[config.mk]
export PLATFORM = sky130hd
export DESIGN_NAME = tilt_to_pointer_motion_top
export DESIGN_NICKNAME = d
export VERILOG_FILES = /design/src/sv/tpm_pkg.sv /design/src/sv/tilt_to_pointer_motion_top.sv
export VERILOG_INCLUDE_DIRS = /design/src /design/src/sv
export SDC_FILE = /design/constraint.sdc
export NUM_CORES = 1
export LEC_CHECK = 0
export BUFFER_PORTS_ARGS = -buffer_cell sky130_fd_sc_hd__buf_2
export CAP_MARGIN = 0
export CORE_ASPECT_RATIO = 0.6
export CORE_MARGIN = 3
export CORE_UTILIZATION = 25
export CTS_CLUSTER_DIAMETER = 30
export CTS_CLUSTER_SIZE = 30
export DETAILED_ROUTE_END_ITERATION = 8
export SLEW_MARGIN = 10
export SYNTH_ARGS = -nofsm -noshare
export SYNTH_HDL_FRONTEND = slang
export SYNTH_SLANG_ARGS = --single-unit
[constraint.sdc]
create_clock -name clk_i -period 5.7 [get_ports clk_i]
set_clock_uncertainty 0.05 [all_clocks]
set_input_delay 0.57 -clock clk_i [delete_from_list [all_inputs] [get_ports clk_i]]
set_output_delay 0.57 -clock clk_i [all_outputs]
set_load 0.05 [all_outputs]
[src/sv/tilt_to_pointer_motion_top_defines.svh]
// assertion macros shared by the tilt-to-pointer motion rtl
// no dependencies; the including module must provide clk_i and rst_ni
`ifndef TILT_TO_POINTER_MOTION_TOP_DEFINES_SVH
`define TILT_TO_POINTER_MOTION_TOP_DEFINES_SVH

`ifndef ASSERT_OFF

`define TPM_ASSERT(label, prop) \
  label: assert property (@(posedge clk_i) disable iff (!rst_ni) prop) \
    else $error("tpm assertion failed");

`define TPM_ASSERT_NEVER(label, expr) \
  `TPM_ASSERT(label, !(expr))

`else

`define TPM_ASSERT(label, prop)

`define TPM_ASSERT_NEVER(label, expr)

`endif

`endif

[src/sv/tpm_pkg.sv]
// types, constants and the step ladder for the tilt-to-pointer motion block
// no dependencies
`default_nettype none

package tpm_pkg;

  typedef enum logic [1:0] {
    KIND_VERT = 2'd0,
    KIND_HORZ = 2'd1,
    KIND_LED  = 2'd2
  } kind_e;

  localparam int unsigned SampleW = 10;
  localparam int unsigned StepW   = 6;

  localparam logic [1:0] CFG_CENTER_V  = 2'd0;
  localparam logic [1:0] CFG_CENTER_H  = 2'd1;
  localparam logic [1:0] CFG_Z_THRESH  = 2'd2;

  localparam logic [SampleW-1:0] CENTER_V_RST = 10'd478;
  localparam logic [SampleW-1:0] CENTER_H_RST = 10'd565;
  localparam logic [SampleW-1:0] Z_THRESH_RST = 10'd300;

  localparam logic [SampleW:0] DEAD_ZONE = 11'd40;
  localparam logic [SampleW:0] LADDER_1  = 11'd50;
  localparam logic [SampleW:0] LADDER_2  = 11'd100;
  localparam logic [SampleW:0] LADDER_3  = 11'd150;
  localparam logic [SampleW:0] LADDER_4  = 11'd200;

  localparam logic [StepW-1:0] STEP_1  = 6'd1;
  localparam logic [StepW-1:0] STEP_2  = 6'd2;
  localparam logic [StepW-1:0] STEP_3  = 6'd3;
  localparam logic [StepW-1:0] STEP_6  = 6'd6;
  localparam logic [StepW-1:0] STEP_16 = 6'd16;

  // signed step for dev = center - mean, zero inside the dead zone
  function automatic logic signed [StepW-1:0] ladder_step(input logic signed [SampleW:0] dev);
    logic [SampleW:0] mag;
    logic [StepW-1:0] step;
    mag = dev[SampleW] ? (~dev + 11'd1) : dev;
    if (mag <= DEAD_ZONE) begin
      step = '0;
    end else if (mag < LADDER_1) begin
      step = STEP_1;
    end else if (mag < LADDER_2) begin
      step = STEP_2;
    end else if (mag < LADDER_3) begin
      step = STEP_3;
    end else if (mag < LADDER_4) begin
      step = STEP_6;
    end else begin
      step = STEP_16;
    end
    return (dev > 0) ? (~step + 6'd1) : step;
  endfunction

endpackage

`default_nettype wire

[src/sv/tilt_to_pointer_motion_top.sv]
// tilt-to-pointer motion block: frame averaging, dead zone, step ladder, report queue
// depends on tpm_pkg and tilt_to_pointer_motion_top_defines.svh
//
// usage
//   input channel (in_valid_i / in_ready_o) takes one sample triple plus the
//   button level per request, one per cycle while ready. every SAMPLES_PER_FRAME
//   requests form a frame; the button is taken from the first one.
//   output channel (out_valid_o / out_ready_i) gives, per frame, an optional
//   vertical report, an optional horizontal report, then the led result
//   with last_o set. mid-frame requests give no result.
//   the first result of a frame passes the sum register, the mean multiply
//   register and the ladder into the report register; results then leave
//   one per cycle while out_ready_i is high.
//   throughput: one sample per cycle. one frame is in flight behind the
//   accumulators, so the last sample of a frame waits while the previous
//   frame's results are not all taken; with SAMPLES_PER_FRAME of 6 or more
//   and a ready receiver this never stalls.
//   a stalled receiver holds the report register and, once the next frame
//   is at its last sample, the input channel; mid-frame samples are still taken.
//   reset clears sums, counter, pending results and loads the default
//   centers and threshold. configuration writes act at once.
`default_nettype none

module tilt_to_pointer_motion_top #(
  parameter int unsigned SAMPLES_PER_FRAME = 16
) (
  input  wire logic              clk_i,
  input  wire logic              rst_ni,
  input  wire logic              cfg_we_i,
  input  wire logic [1:0]        cfg_index_i,
  input  wire logic [9:0]        cfg_wdata_i,
  input  wire logic              in_valid_i,
  output logic                   in_ready_o,
  input  wire logic [9:0]        sample_vertical_i,
  input  wire logic [9:0]        sample_horizontal_i,
  input  wire logic [9:0]        sample_z_i,
  input  wire logic              button_pressed_i,
  output logic                   out_valid_o,
  input  wire logic              out_ready_i,
  output logic [1:0]             kind_o,
  output logic                   buttons_o,
  output logic signed [5:0]      move_x_o,
  output logic signed [5:0]      move_y_o,
  output logic                   led_high_o,
  output logic                   last_o
);

  `include "tilt_to_pointer_motion_top_defines.svh"

  localparam int unsigned SW      = tpm_pkg::SampleW;
  localparam int unsigned LogN    = $clog2(SAMPLES_PER_FRAME);
  localparam int unsigned SumW    = SW + LogN;
  localparam int unsigned CntW    = (SAMPLES_PER_FRAME > 1) ? LogN : 1;
  localparam int unsigned Shift   = SumW + LogN + 1;
  localparam int unsigned RecipW  = Shift - LogN + 1;
  localparam int unsigned ProdW   = SumW + RecipW;
  localparam longint unsigned Recip =
    ((64'd1 << Shift) + SAMPLES_PER_FRAME - 1) / SAMPLES_PER_FRAME;
  localparam logic [CntW-1:0] LastCnt = CntW'(SAMPLES_PER_FRAME - 1);

  // configuration
  logic [SW-1:0] center_v_q, center_h_q, z_thresh_q;

  always_ff @(posedge clk_i or negedge rst_ni) begin
    if (!rst_ni) begin
      center_v_q <= tpm_pkg::CENTER_V_RST;
      center_h_q <= tpm_pkg::CENTER_H_RST;
      z_thresh_q <= tpm_pkg::Z_THRESH_RST;
    end else if (cfg_we_i) begin
      unique case (cfg_index_i)
        tpm_pkg::CFG_CENTER_V: center_v_q <= cfg_wdata_i;
        tpm_pkg::CFG_CENTER_H: center_h_q <= cfg_wdata_i;
        tpm_pkg::CFG_Z_THRESH: z_thresh_q <= cfg_wdata_i;
        default: ;
      endcase
    end
  end

  // accumulation
  logic [SumW-1:0] sum_v_q, sum_h_q, sum_z_q;
  logic [SumW-1:0] sum_v_d, sum_h_d, sum_z_d;
  logic [CntW-1:0] cnt_q;
  logic            btn_latch_q, btn_now;
  logic            last_sample, in_fire;

  // frame pipeline
  logic            tot_v_q, mean_v_q;
  logic [SumW-1:0] tot_v_sum_q, tot_h_sum_q, tot_z_sum_q;
  logic            tot_btn_q, mean_btn_q;
  logic [ProdW-1:0] prod_v, prod_h, prod_z;
  logic [SW-1:0]   mean_vert_q, mean_horz_q, mean_z_q;

  // report register, one valid bit per kind
  logic [2:0]              pend_v_q, pend_v_d;
  logic signed [5:0]       step_y_q, step_x_q, step_y_d, step_x_d;
  logic                    led_q, btn_q;
  logic                    frame_busy, out_fire;
  logic signed [SW:0]      dev_v, dev_h;
  tpm_pkg::kind_e          kind;

  assign last_sample = (cnt_q == LastCnt);
  assign frame_busy  = tot_v_q | mean_v_q | (|pend_v_q);
  assign in_ready_o  = !(last_sample && frame_busy);
  assign in_fire     = in_valid_i && in_ready_o;
  assign btn_now     = (cnt_q == '0) ? button_pressed_i : btn_latch_q;

  assign sum_v_d = sum_v_q + SumW'(sample_vertical_i);
  assign sum_h_d = sum_h_q + SumW'(sample_horizontal_i);
  assign sum_z_d = sum_z_q + SumW'(sample_z_i);

  always_ff @(posedge clk_i or negedge rst_ni) begin
    if (!rst_ni) begin
      sum_v_q     <= '0;
      sum_h_q     <= '0;
      sum_z_q     <= '0;
      cnt_q       <= '0;
      btn_latch_q <= 1'b0;
      tot_v_q     <= 1'b0;
    end else begin
      tot_v_q <= in_fire && last_sample;
      if (in_fire) begin
        btn_latch_q <= btn_now;
        if (last_sample) begin
          sum_v_q <= '0;
          sum_h_q <= '0;
          sum_z_q <= '0;
          cnt_q   <= '0;
        end else begin
          sum_v_q <= sum_v_d;
          sum_h_q <= sum_h_d;
          sum_z_q <= sum_z_d;
          cnt_q   <= cnt_q + 1'b1;
        end
      end
    end
  end

  always_ff @(posedge clk_i) begin
    if (in_fire && last_sample) begin
      tot_v_sum_q <= sum_v_d;
      tot_h_sum_q <= sum_h_d;
      tot_z_sum_q <= sum_z_d;
      tot_btn_q   <= btn_now;
    end
  end

  // floor mean by reciprocal multiply, exact over the whole sum range
  assign prod_v = ProdW'(tot_v_sum_q) * ProdW'(Recip);
  assign prod_h = ProdW'(tot_h_sum_q) * ProdW'(Recip);
  assign prod_z = ProdW'(tot_z_sum_q) * ProdW'(Recip);

  always_ff @(posedge clk_i or negedge rst_ni) begin
    if (!rst_ni) begin
      mean_v_q <= 1'b0;
    end else begin
      mean_v_q <= tot_v_q;
    end
  end

  always_ff @(posedge clk_i) begin
    if (tot_v_q) begin
      mean_vert_q <= prod_v[Shift +: SW];
      mean_horz_q <= prod_h[Shift +: SW];
      mean_z_q    <= prod_z[Shift +: SW];
      mean_btn_q  <= tot_btn_q;
    end
  end

  // dead zone and ladder
  assign dev_v    = $signed({1'b0, center_v_q}) - $signed({1'b0, mean_vert_q});
  assign dev_h    = $signed({1'b0, center_h_q}) - $signed({1'b0, mean_horz_q});
  assign step_y_d = tpm_pkg::ladder_step(dev_v);
  assign step_x_d = tpm_pkg::ladder_step(dev_h);

  assign out_fire = out_valid_o && out_ready_i;

  always_comb begin
    pend_v_d = pend_v_q;
    if (out_fire) begin
      if (pend_v_q[tpm_pkg::KIND_VERT]) begin
        pend_v_d[tpm_pkg::KIND_VERT] = 1'b0;
      end else if (pend_v_q[tpm_pkg::KIND_HORZ]) begin
        pend_v_d[tpm_pkg::KIND_HORZ] = 1'b0;
      end else begin
        pend_v_d[tpm_pkg::KIND_LED] = 1'b0;
      end
    end
    if (mean_v_q) begin
      pend_v_d = {1'b1, (step_x_d != '0), (step_y_d != '0)};
    end
  end

  always_ff @(posedge clk_i or negedge rst_ni) begin
    if (!rst_ni) begin
      pend_v_q <= '0;
    end else begin
      pend_v_q <= pend_v_d;
    end
  end

  always_ff @(posedge clk_i) begin
    if (mean_v_q) begin
      step_y_q <= step_y_d;
      step_x_q <= step_x_d;
      led_q    <= (mean_z_q >= z_thresh_q);
      btn_q    <= mean_btn_q;
    end
  end

  // output selection
  always_comb begin
    if (pend_v_q[tpm_pkg::KIND_VERT]) begin
      kind = tpm_pkg::KIND_VERT;
    end else if (pend_v_q[tpm_pkg::KIND_HORZ]) begin
      kind = tpm_pkg::KIND_HORZ;
    end else begin
      kind = tpm_pkg::KIND_LED;
    end
  end

  assign out_valid_o = |pend_v_q;
  assign kind_o      = kind;
  assign buttons_o   = btn_q;
  assign move_y_o    = (kind == tpm_pkg::KIND_VERT) ? step_y_q : '0;
  assign move_x_o    = (kind == tpm_pkg::KIND_HORZ) ? step_x_q : '0;
  assign led_high_o  = (kind == tpm_pkg::KIND_LED) ? led_q : 1'b0;
  assign last_o      = (kind == tpm_pkg::KIND_LED);

  // checks
  `TPM_ASSERT(a_one_frame, $countones({tot_v_q, mean_v_q, |pend_v_q}) <= 1)
  `TPM_ASSERT(a_tot_to_mean, tot_v_q |=> mean_v_q)
  `TPM_ASSERT(a_mean_to_report, mean_v_q |=> pend_v_q[tpm_pkg::KIND_LED])
  `TPM_ASSERT(a_led_closes, (|pend_v_q) |-> pend_v_q[tpm_pkg::KIND_LED])
  `TPM_ASSERT_NEVER(a_cnt_range, cnt_q > LastCnt)

endmodule

`default_nettype wire
==> results of run 1 <==
## state kept, by name, indices dropped and copies added, names as in the netlist
name / flops
btn_latch_q: 1
buttons_o: 1
center_h_q: 10
center_v_q: 10
cnt_q: 4
led_q: 1
mean_btn_q: 1
mean_horz_q: 10
mean_v_q: 1
mean_vert_q: 10
mean_z_q: 10
pend_v_q: 3
step_x_q: 6
step_y_q: 6
sum_h_q: 14
sum_v_q: 14
sum_z_q: 14
tot_btn_q: 1
tot_h_sum_q: 10
tot_v_q: 1
tot_v_sum_q: 10
tot_z_sum_q: 10
z_thresh_q: 10
## routing by layer
metal	wire length [µm]	GRT usage	up-vias
met4	108	0.01645	0
met3	1548	0.03443	9
li1	-	-	3525
met2	8457	0.1416	187
met1	12870	0.1833	3404
met5	0	0	-
## path summary, 6_finish.rpt
| path | to | slack (ns) | depth (start not counted) |
|---|---|---|---|
| min in group clk_i | z_thresh_q[9] | 0.36 | 2 |
| setup / recovery | pend_v_q[0] | 0.75 | 20 |
| hold / removal | sum_v_q[0] | -0.01 | 1 |
| max in group asynchronous | pend_v_q[2] | 4.43 | 2 |
| hold reg to reg | mean_z_q[7] | 0.37 | 0 |
| setup reg to reg | pend_v_q[0] | 0.75 | 20 |
## cell usage after synthesis (10+ instances only)
cell type / count
o31ai_1: 13
a21o_1: 18
nand2_1: 62
ha_1: 70
clkbuf_1: 26
xnor2_1: 25
o21a_1: 22
a22o_1: 20
nand2b_1: 12
a211oi_1: 10
xor2_1: 25
dfstp_2: 16
edfxtp_1: 76
o211ai_1: 15
nor2_1: 71
o21ai_0: 45
a31oi_1: 10
nand3_1: 11
nor2b_1: 12
and2_1: 22
mux2_2: 31
inv_1: 66
dfrtp_1: 66
a21oi_1: 37
nor3_1: 11
## logic make-up (layout without fill, tap and decap cells)
kind of cell	Yosys count	count (layout)	share of synthesized area
and+or+nand+nor	243	243	0.1232
adders and majority gates	75	75	0.1004
DFF	158	158	0.4481
muxes	38	38	0.04314
buffers and inverters	101	172	0.04172
xor gates and xnor gates	52	52	0.04842
AOI/OAI and AO/OA	264	264	0.1950
## power breakdown
group	total (mW)	internal (mW)	switching (mW)	leakage, nW
Sequential	1.69	1.51	0.172	1.67
Clock	1.19	0.662	0.525	0.288
Combinational	2.22	0.905	1.32	2.76
Total	5.09	3.08	2.01	4.71
## cell type report
cell class / count / area (µm²) / share of cell area
clock inverters: 14 / 170.2 / 0.01520
repair buffers: 74 / 392.9 / 0.03509
inverters: 66 / 247.7 / 0.02213
flip-flops and latches: 158 / 4354 / 0.3889
well taps: 513 / 641.9 / 0.05733
clock buffers: 18 / 429.2 / 0.03833
multi-input cells: 672 / 4960 / 0.4430
## through the flow
stage	instance area (µm²)	setup WS, ns	std cells	hold WS, ns	utilization
floorplan	9717	1.016	931	0.2244	-
global placement	10600	0.9273	1483	0.3546	0.2790
detailed placement	10600	0.7580	1483	0.3545	0.2790
CTS	11200	0.7295	1515	0.001413	0.2947
global route	11200	0.5021	1515	0.003189	0.2947
finish	11200	0.7524	1515	-0.009810	0.2947
==> flow_metrics.py, run 1 <==
metrics = {
    "yosys": {
        "synth_top_cells_by_area": "edfxtp_1, dfrtp_1, ha_1, dfstp_2, mux2_2",
        "syn_area_per_cell_um2": 10.44,
        "synth_top_area_cell": "edfxtp_1",
        "syn_area_um2": 9717,
        "yosys_most_used_dff": "edfxtp_1",
        "syn_nets": 1054,
        "synth_seq_area_share": 0.4481,
        "netlist_instances": 931,
        "synth_warnings": 0,
        "async_flop_share": 0.5190,
        "yosysTopAreaCellShare": 0.2349,
        "synth_edf_count": 76,
        "synth-seq-cells": 158,
        "synth.distinct_cells": 81,
    },
    "pwr": {
        "ir_drop_uv": 224.3,
        "p_per_area_nw_per_um2": 455.1,
        "p_total_mw": 5.095,
        "leakage_nw": 4.713,
    },
    "sta": {
        "tightest_slew_ns": 1.044,
        "setup_viol_count_final": 0,
        "rsz0062_at_grt": "no",
        "fin_crit_ns": 4.948,
        "hold_viol": 2,
        "post-route-period-util": 0.8680,
        "maxSlewViolCount": 0,
        "fin_hold_ws_ns": -0.009810,
        "max_slew_margin": 0.2991,
        "fmax_ghz": 0.2021,
        "finalSetupTns_ns": 0,
    },
    "clock_tree": {
        "post_cts_resize_count": 0,
        "clk_pin_slew_ns": 0.07,
        "cts_tree": "yes",
        "clock_tree.root_cell": "clkbuf_16",
        "worstSkewPairLatency_ns": 0.44,
        "numCtsBuffers": 17,
        "clock_sinks": 158,
        "cts_setup_buffers": 0,
        "htree_levels": 4,
        "cts_hold_buf": 0,
        "cts_max_path_buffers": 2,
    },
    "drt": {
        "vias": 7125,
        "ant_nets": 0,
        "vias_per_cell": 4.703,
        "drt-wirelength-per-cell_um": 15.17,
        "drt_wl_total_um": 22980,
        "drc": 0,
        "dr.pass1.iters": 5,
        "drtIter0Drc": 533,
    },
    "floorplan": {
        "io_pins": 67,
        "dieArea_um2": 41350,
        "start_util": 0.2558,
        "die_h_um": 158.7,
        "rows": 55,
        "die_x_um": 260.5,
        "core_area_um2": 37990,
    },
    "critical_path": {
        "cp-end-kind": "flip-flop",
        "r2r_start": "center_v_q[0]",
        "path_class": "flip-flop to flip-flop",
        "start_kind": "flip-flop",
        "crit_required_ns": 5.95,
        "startpoint": "center_v_q[0]",
        "crit_family": "compound AO/OA/AOI/OAI gates",
        "critPathSlowestCell": "or4_4",
        "cpPeakStageDelay_ns": 0.50,
        "crit_chain": "inv_1, ha_1, inv_1, fa_1, a211oi_2, nor2_2, xor2_2, a2bb2oi_2, or4_4, mux2i_1, a31o_2, o2111a_1, and2_1, o31ai_1, ha_1, ha_1, inv_1, nor2_1, a31o_1, o41a_1",
        "crit_fanout": 15,
        "critical_path_buf_inv_count": 3,
        "arrival_ns": 5.20,
    },
    "cells_and_area": {
        "final_cell_mix": "edfxtp_1, nor2_1, ha_1, inv_1, dfrtp_1",
        "diodes": 0,
        "final_common_cell": "edfxtp_1",
        "num-nets-final": 1112,
        "fill_cells": 3944,
        "drive_gt1_frac": 0.1687,
        "area_delta_synth_final_pct": 15.22,
    },
    "global_route": {
        "grt_pass1_vias": 6860,
        "grt_pass1_wl_um": 37230,
        "grt_antenna_before_repair": 0,
        "grt_max_degree": 56,
        "grt_overflow_total": 0,
        "grt_use_total": 0.1122,
    },
    "placed_design": {
        "io_buffers": 66,
        "hpwl_um": 16940,
        "gp_congestion": 0.8097,
    },
    "status": {
        "violations": "negative hold slack",
        "status": "finished, violations left",
    },
    "run": {
        "max_cap_viol_count": 0,
    },
    "worst_hold_path": {
        "hold_class": "primary input to asynchronous set/reset pin",
    },
}
Note: power is estimated with default switching activity, not from simulation.
==> run 2, diff against run 1 <==
CELL_PAD_IN_SITES_DETAIL_PLACEMENT = 0   (was not set)
CELL_PAD_IN_SITES_GLOBAL_PLACEMENT = 1   (was not set)
PLACE_DENSITY_LB_ADDON = 0.1   (was not set)
==> run 2 against run 1 <==
Against the previous run:
- the flow now finishes without violations
- combinational power about the same
- wire length is 7.2% higher
- sequential share of layout area is essentially flat
- critical endpoint unchanged
- largest cell class unchanged
- largest power group unchanged
==> flow_metrics.py, run 2 (synthesis gave the netlist of run 1 again) <==
metrics = {
    "pwr": {
        "p_per_area_nw_per_um2": 450.9,
        "ir_drop_uv": 202.4,
        "leakage_nw": 4.712,
    },
    "sta": {
        "post-route-period-util": 0.8735,
        "maxSlewViolCount": 0,
        "fmax_ghz": 0.2009,
        "max_slew_margin": 0.3373,
        "hold_viol": 0,
        "rsz0062_at_grt": "no",
        "setup_viol_count_final": 0,
        "finalSetupTns_ns": 0,
        "fin_hold_ws_ns": 0.07992,
        "fin_crit_ns": 4.979,
        "tightest_slew_ns": 0.9897,
        "setup_ws_ns": 0.7212,
    },
    "global_route": {
        "grt_pass1_wl_um": 40030,
        "grt_overflow_total": 0,
        "grt_antenna_before_repair": 2,
        "grt_max_degree": 43,
        "grt_use_total": 0.1239,
        "grt_pass1_vias": 6966,
    },
    "cells_and_area": {
        "num-nets-final": 1115,
        "area_delta_synth_final_pct": 15.14,
        "final_cells": 1519,
        "final_common_cell": "edfxtp_1",
        "final_cell_mix": "edfxtp_1, nor2_1, ha_1, inv_1, dfrtp_1",
        "top_regs": "sum_h_q (14), sum_v_q (14), sum_z_q (14)",
        "drive_gt1_frac": 0.1701,
    },
    "floorplan": {
        "die_x_um": 260.5,
        "io_pins": 67,
        "rows": 55,
        "start_util": 0.2558,
        "dieArea_um2": 41350,
        "die_h_um": 158.7,
        "core_area_um2": 37990,
    },
    "clock_tree": {
        "cts_setup_buffers": 0,
        "clock_sinks": 158,
        "clock_tree.root_cell": "clkbuf_16",
        "cts_max_path_buffers": 2,
        "cts_tree": "yes",
        "cts_hold_buf": 0,
        "post_cts_resize_count": 0,
        "htree_levels": 4,
        "clk_pin_slew_ns": 0.07,
        "worstSkewPairLatency_ns": 0.44,
        "numCtsBuffers": 17,
    },
    "critical_path": {
        "rrSetupSlack_ns": 0.72,
        "crit_fanout": 15,
        "cp-end-kind": "flip-flop",
        "r2r_start": "center_v_q[0]",
        "rr_worst_depth": 20,
        "path_class": "flip-flop to flip-flop",
        "arrival_ns": 5.24,
        "start_kind": "flip-flop",
        "r2r-end": "pend_v_q[0]",
        "crit_required_ns": 5.96,
    },
    "drt": {
        "ant_nets": 0,
        "dr.pass1.iters": 4,
        "drtIter0Drc": 441,
        "vias_per_cell": 4.522,
        "drt_wl_total_um": 24640,
        "drt-wirelength-per-cell_um": 16.22,
        "vias": 6869,
        "drc": 0,
    },
    "placed_design": {
        "gp_congestion": 0.7468,
        "io_buffers": 66,
        "dp_slack_ns": 0.7038,
        "dp.cells": 1486,
        "hpwl_um": 18140,
    },
    "status": {
        "status": "completed",
    },
    "run": {
        "max_cap_viol_count": 0,
    },
    "worst_hold_path": {
        "hold_class": "primary input to asynchronous set/reset pin",
    },
}
==> run 2: critical path, cell delays in order (launching register included) <==
cell,delay [ns]
dfrtp_1,0.36
inv_1,0.08
ha_1,0.17
inv_1,0.06
fa_1,0.43
a211oi_2,0.35
nor2_2,0.11
xor2_2,0.25
a2bb2oi_2,0.26
or4_4,0.51
mux2i_1,0.13
a31o_2,0.30
o2111a_1,0.16
and2_1,0.15
o31ai_1,0.34
ha_1,0.23
ha_1,0.22
inv_1,0.05
nor2_1,0.04
a31o_1,0.22
o41a_1,0.41
==> run 2: report_power, final <==
part	internal, mW	leakage [nW]	switching (mW)	total (mW)
logic	0.914	2.77	1.32	2.23
registers	1.51	1.67	0.171	1.69
clock network	0.609	0.270	0.516	1.13
==> run 2: how the worst max path moves through the flow <==
stage                       start  cells past startpoint  slack (ns)     endpoint
global placement    center_v_q[0]                     20        0.82  pend_v_q[0]
global route        center_v_q[0]                     20        0.42  pend_v_q[0]
detailed placement  center_v_q[0]                     20        0.70  pend_v_q[0]
CTS                 center_v_q[0]                     20        0.68  pend_v_q[0]
floorplan             pend_v_q[1]                      5        1.02    tot_btn_q
finish              center_v_q[0]                     20        0.72  pend_v_q[0]
==> run 2: per-stage QoR <==
step | utilization | instance area [µm²] | power [mW]
after CTS | 0.2945 | 11190 | 5.095
after floorplan | - | 9717 | 3.373
after global placement | 0.2797 | 10620 | 3.987
final | 0.2945 | 11190 | 5.045
after global routing | 0.2945 | 11190 | 5.494
after detailed placement | 0.2797 | 10620 | 3.932
==> run 2: routing by layer <==
layer	global-route usage	part of all wire	vias to the layer above
li1	-	-	3535
met1	0.2041	0.59	3215
met2	0.1562	0.36	99
met3	0.02519	0.039	16
met4	0.03416	0.0090	4
met5	0	0.0014	-
==> run 2: layout make-up <==
type / instances / area (µm²)
Antenna cell: 1 / 2.502
Clock buffer: 18 / 429.2
Tap cell: 513 / 641.9
Timing Repair Buffer: 77 / 415.4
Fill cell: 3995 / 26800
Inverter: 66 / 247.7
Multi-Input combinational cell: 672 / 4965
Clock inverter: 14 / 132.6
Sequential cell: 158 / 4354
